[config.mk]
export PLATFORM = sky130hd
export DESIGN_NAME = ape_div_cell
export DESIGN_NICKNAME = d
export VERILOG_FILES = /design/src/ape_pkg.sv /design/src/ape_div_cell.sv
export SDC_FILE = /design/constraint.sdc
export NUM_CORES = 1
export LEC_CHECK = 0
export BUFFER_PORTS_ARGS = -buffer_cell sky130_fd_sc_hd__buf_2
export CAP_MARGIN = 25
export CORE_AREA = 2 2 242 244
export CTS_BUF_LIST = sky130_fd_sc_hd__clkbuf_2
export CTS_CLUSTER_DIAMETER = 150
export DETAILED_ROUTE_END_ITERATION = 12
export DIE_AREA = 0 0 244 246
export SYNTH_ARGS = -nofsm -noshare
export SYNTH_HDL_FRONTEND = slang
export SYNTH_SLANG_ARGS = --single-unit
[constraint.sdc]
create_clock -name clk_i -period 1.6 [get_ports clk_i]
set_input_delay 0.08 -clock clk_i [delete_from_list [all_inputs] [get_ports clk_i]]
set_output_delay 0.08 -clock clk_i [all_outputs]
set_load 0.05 [all_outputs]
[src/ape_pkg.sv]
// Package for the atom pair energy unit: widths, constants and word types.
// No dependencies; every other file imports it.
package ape_pkg;

  localparam int CoordWidth = 16;
  localparam int DiffWidth  = (CoordWidth + 1 > 31) ? 31 : CoordWidth + 1;
  localparam int SqWidth    = 2 * DiffWidth;
  localparam int DsqWidth   = SqWidth + 2;
  localparam int RadWidth   = 12;
  localparam int RsumWidth  = RadWidth + 1;
  localparam int EpsWidth   = 16;
  localparam int CfWidth    = 16;
  localparam int KWidth     = 16;
  localparam int S2Width    = 2 * RsumWidth + KWidth + 1 - 16;
  localparam int D0Width    = RsumWidth + CfWidth;
  localparam int D0sqWidth  = 2 * D0Width;
  localparam int QuotWidth  = 48;

  localparam logic [KWidth-1:0]  SigmaSqK    = 16'd52059;
  localparam logic [63:0]        ClampMax    = 64'h7FFF_FFFF;
  localparam logic signed [31:0] EMax        = 32'sh7FFF_FFFF;
  localparam logic [CfWidth-1:0] CfReset     = 16'd16384;

  // Register indexes of the configuration port
  localparam logic RegEnergyMode = 1'b0;
  localparam logic RegCollFactor = 1'b1;

  typedef struct packed {
    logic signed [CoordWidth-1:0] pos_a_x;
    logic signed [CoordWidth-1:0] pos_a_y;
    logic signed [CoordWidth-1:0] pos_a_z;
    logic signed [CoordWidth-1:0] pos_b_x;
    logic signed [CoordWidth-1:0] pos_b_y;
    logic signed [CoordWidth-1:0] pos_b_z;
    logic [RadWidth-1:0]          radius_a;
    logic [RadWidth-1:0]          radius_b;
    logic [EpsWidth-1:0]          pair_epsilon;
  } ape_in_t;

  typedef struct packed {
    logic signed [31:0] pair_energy;
    logic               saturated;
    logic               zero_distance;
  } ape_out_t;

  // Side information that rides along the divider chain
  typedef struct packed {
    logic                mode;
    logic                zero;
    logic                big;
    logic                cond1;
    logic [EpsWidth-1:0] eps;
  } ape_side_t;

  // Word held by one divider cell: two restoring-division lanes
  typedef struct packed {
    logic [DsqWidth-1:0]  rem1;
    logic [DsqWidth-1:0]  div1;
    logic [QuotWidth-1:0] nq1;
    logic [D0sqWidth-1:0] rem2;
    logic [D0sqWidth-1:0] div2;
    logic [QuotWidth-1:0] nq2;
    ape_side_t            side;
  } ape_div_t;

endpackage

[src/ape_div_cell.sv]
// One cell of the divider chain: one quotient bit for each of two lanes.
// Depends on ape_pkg.
module ape_div_cell import ape_pkg::*; (
  input  logic     clk_i,
  input  logic     rst_ni,
  input  logic     en_i,
  input  logic     valid_i,
  input  ape_div_t cell_i,
  output logic     valid_o,
  output ape_div_t cell_o
);

  logic [DsqWidth:0]  sh1, df1;
  logic [D0sqWidth:0] sh2, df2;
  logic               fit1, fit2;
  ape_div_t           cell_d, cell_q;
  logic               valid_q;

  always_comb begin
    sh1  = {cell_i.rem1, cell_i.nq1[QuotWidth-1]};
    df1  = sh1 - {1'b0, cell_i.div1};
    fit1 = sh1 >= {1'b0, cell_i.div1};
    sh2  = {cell_i.rem2, cell_i.nq2[QuotWidth-1]};
    df2  = sh2 - {1'b0, cell_i.div2};
    fit2 = sh2 >= {1'b0, cell_i.div2};

    cell_d      = cell_i;
    cell_d.rem1 = fit1 ? df1[DsqWidth-1:0] : sh1[DsqWidth-1:0];
    cell_d.nq1  = {cell_i.nq1[QuotWidth-2:0], fit1};
    cell_d.rem2 = fit2 ? df2[D0sqWidth-1:0] : sh2[D0sqWidth-1:0];
    cell_d.nq2  = {cell_i.nq2[QuotWidth-2:0], fit2};
  end

  always_ff @(posedge clk_i or negedge rst_ni) begin
    if (!rst_ni) begin
      valid_q <= 1'b0;
    end else if (en_i) begin
      valid_q <= valid_i;
    end
  end

  always_ff @(posedge clk_i) begin
    if (en_i) begin
      cell_q <= cell_d;
    end
  end

  assign valid_o = valid_q;
  assign cell_o  = cell_q;

endmodule

# Yosys cells after proc, flatten, opt, wreduce, memory -nomap -nowiden
# Index checks and enable logic that the tools add are counted.
[totals]
register_bits = 305
latch_bits = 0
ramBits = 0
romBits = 0
in_bits = 308
output_inout_bits = 305
word_cells = 18
n_memories = 0
[classes]
addsub = 2
multipliers = 0
div_mod_pow = 0
n_lt_le_gt_ge = 2
eq_ne = 0
n_shift = 0
muxes = 2
n_bitwise = 0
reduce_logical = 0
[ops]
columns = ["operator", "count"]
rows = [
  ["$ge 59x58->1", 1],
  ["$mux 58", 1],
  ["$sub 58x58->58", 1],
  ["$ge 37x36->1", 1],
  ["$mux 36", 1],
  ["$sub 36x36->36", 1],
]

# Longest topological paths before layout
[depth]
ltp_word = 2
mapped_depth = 15
ltp_nobuf = 14

# Least setup slack after synthesis
# OpenSTA, ideal clock, no wires.
[synth_timing]
kind = "input to register"
start = "in cell_i[67] in the netlist's numbering"
end = "reg cell_q, in the netlist cell_o[176] (data pin)"
setup_ns = 0.262
t_arrival_ns = 2.905
t_required_ns = 1.338
setup_slack_ns = -1.567
cell_stages = 14
path_buffers = 0
cell_sequence = "inv_1 > ha_1 > inv_1 > fa_1 > a21oi_1 > o211ai_1 > a31oi_1 > o21ai_1 > a211oi_1 > o21ai_1 > a21oi_1 > a31oi_1 > xor2_1 > mux2_1"
[synth_lines]
columns = ["element", "line_no", "source"]
rows = [
  ["start: declaration", "ape_div_cell.sv:8", "input ape_div_t cell_i,"],
  ["end signal: assignment", "ape_div_cell.sv:44", "cell_q <= cell_d;"],
  ["end: declaration", "ape_div_cell.sv:16", "ape_div_t cell_d, cell_q;"],
]

==> impl_metrics.tcl <==
set metrics [dict create \
    drive_above_1_share_pct 48.9 \
    ys_ff_latch 305 \
    viasPerCell 4.80 \
    relSlewSlack_pct 56.6 \
    routed_wl_um 79000 \
    synth_area_leaders "edfxtp_1, ha_1, mux2_2" \
    hpwlAfterDp_um 48300 \
    hold_class "in2reg" \
    multi_input_area_sq_um 7650 \
    antenna_left 0 \
    grt_util_met3_pct 7.15 \
    status "finished with violations" \
    ir_drop_mv 0.961 \
    drv_cap 0 \
    worst_pin_slew_ns 0.646 \
    grt_pass1_vias 18992 \
    core_area_sq_um 57400 \
    place_congestion 0.880 \
    ys.flop_type "edfxtp_1" \
    dp_slack_ns -1.62 \
    rows 88 \
    avgSynthCellArea_sq_um 12.2 \
    antenna_found_initial 13 \
    synthArstFlopShare_pct 0.328 \
    syn_to_final_growth_pct 100 \
    utilization_pct 56.1 \
    clock-root-buffer "clkbuf_2" \
    arrival_ns 3.01 \
    place_area_sq_um 23400 \
    dieArea_sq_um 60000 \
    placed_cells 3030 \
    fmax_ghz 0.466 \
    path_clk_slew_ns 0.12 \
    maxSlewViolCount 0 \
    syn_nets 1719 \
    crit_path_start_kind "primary input" \
    final_area_sq_um 32200 \
    synth.top_cell.area_share_pct 56.8 \
    top_usage_layer "met2" \
    min_period_ns 2.14 \
    synth_edf_count 304 \
    wl_per_cell_um 21.5 \
    drt-pass1-iter-count 5 \
    r2r_slack_ns 0.23 \
    power.density_nw_per_um2 891 \
    power.total_mw 28.7 \
    violations "negative hold slack, negative setup slack" \
    whs_path_depth 1 \
    synthDistinctLibCells 72 \
    finalHoldViolations 112 \
    synth_common_cells "edfxtp_1, inv_1, a21oi_1, ha_1, mux2_2" \
    htreeDepth 3 \
    cp_max_fo 5 \
    worstRegToRegCells 2 \
    grt_pass1_wl_um 111000 \
    numCtsBuffers 82 \
    grt_use_met1_pct 24.2 \
    synth_cells 1315 \
    clk_latency_ns 1.15 \
    n_fill_cell 4502 \
    die_w_um 244 \
    skew_ns 0 \
    cts.sinks 305 \
    critPathCaptureType "flop" \
    ys.warnings.count 0 \
    drt_iter0_drc 933 \
    finalCritPeriodShare_pct 134 \
    vias 17632 \
    hold-worst-slack_ns -0.834 \
    yosysMostFrequentCell "edfxtp_1" \
    gr-total-overflow 0 \
    io_buffer_count 612 \
    die_height_um 246 \
    clockBufferDepth 3 \
    grt_max_degree 61 \
    synth_area_sq_um 16100 \
    track_usage_pct 24.5 \
    setup_violations 401 \
    ys_seq_area_share_pct 57.0 \
    nets 3253 \
    cts_tree "built" \
    drc 0 \
    instances_no_fill 3675 \
    ios 613 \
    grtUsageMet2_pct 46.0 \
    yosysTopAreaCell "edfxtp_1" \
    start_util_pct 28.0 \
    worstSetupPathType "in2reg" \
    setup_ws_ns -0.544 \
    seq_area_sq_um 9150 \
    leakagePower_nw 14.4 \
    grt_setup_unrepaired "true" \
    finalSetupTns_ns -85.50 \
    crit_required_ns 2.47 \
]
## repair_timing
action / CTS / global route
pin swaps: 31 / 62
cloned: 7 / 0
gates resized for setup: 722 / 151
buffers inserted: 36 / 15
setup endpoints to repair: 391 / 401
endpoints found under the hold margin: 610 / 156
hold buffers: 430 / 43
## sequential cells by signal, indices dropped and copies added, names as in the netlist
register	flops
cell_o	304
valid_o	1
## cell usage in the layout, fill, tap and decap left out, drive strengths merged, types with 14 or more instances in the layout
master	n
clkinv	24
buf	1051
nand3	30
inv	123
clkbuf	107
xor2	31
nor2	51
mux2	82
o21a	16
dlygate4sd3	446
ha	94
nand4	34
xnor2	51
o21ai	69
o21bai	22
a21oi	110
a21o	27
edfxtp	304
nor2b	14
nand2	58
## report_power, final
part           switching (mW)  total [mW]  internal (mW)  leakage (nW)
Sequential              0.530        10.4           9.84          2.99
Clock                    3.99        6.17           2.18         0.536
Combinational            6.51        12.1           5.63          10.9
## critical path: stages
cell and delay (ns):
buf_2 0.08, dlygate4sd3_1 0.59, inv_1 0.12, ha_4 0.30, nand4_1 0.20, or4_4 0.58
o2111a_1 0.27, and2_4 0.21, buf_12 0.14, buf_8 0.14, mux2_4 0.30
## cells by family after synthesis
group	share of synthesized area (%)
AOI/OAI and AO/OA	12.8
buffers and inverters	4.18
DFF	57.0
and+or+nand+nor	8.17
muxes	5.87
xor gates and xnor gates	4.47
adders and majority gates	7.57
## per-layer routing
layer | part of all wire [%] | routed length, um
met5 | 0.070 | 55
met4 | 5.8 | 4590
met3 | 7.7 | 6080
met2 | 53 | 41500
met1 | 34 | 26800
## final timing paths
kind	start	to
min in group asynchronous	rst_ni	valid_o
worst max register to register	valid_o	valid_o
worst max-delay path	cell_i[265]	cell_o[298]
worst min register to register	valid_o	valid_o
max in group asynchronous	rst_ni	valid_o
worst min-delay path	cell_i[106]	cell_o[106]
## cell type report
cell class / instances / share of cell area [%]
Timing Repair Buffer: 1498 / 41.0
Sequential cell: 305 / 28.4
Multi-Input combinational cell: 841 / 23.8
Tap cell: 765 / 2.97
Clock buffer: 107 / 1.66
Inverter: 121 / 1.54
Clock inverter: 30 / 0.606
Antenna cell: 8 / 0.0622
Power figures use the tool's default switching activity.
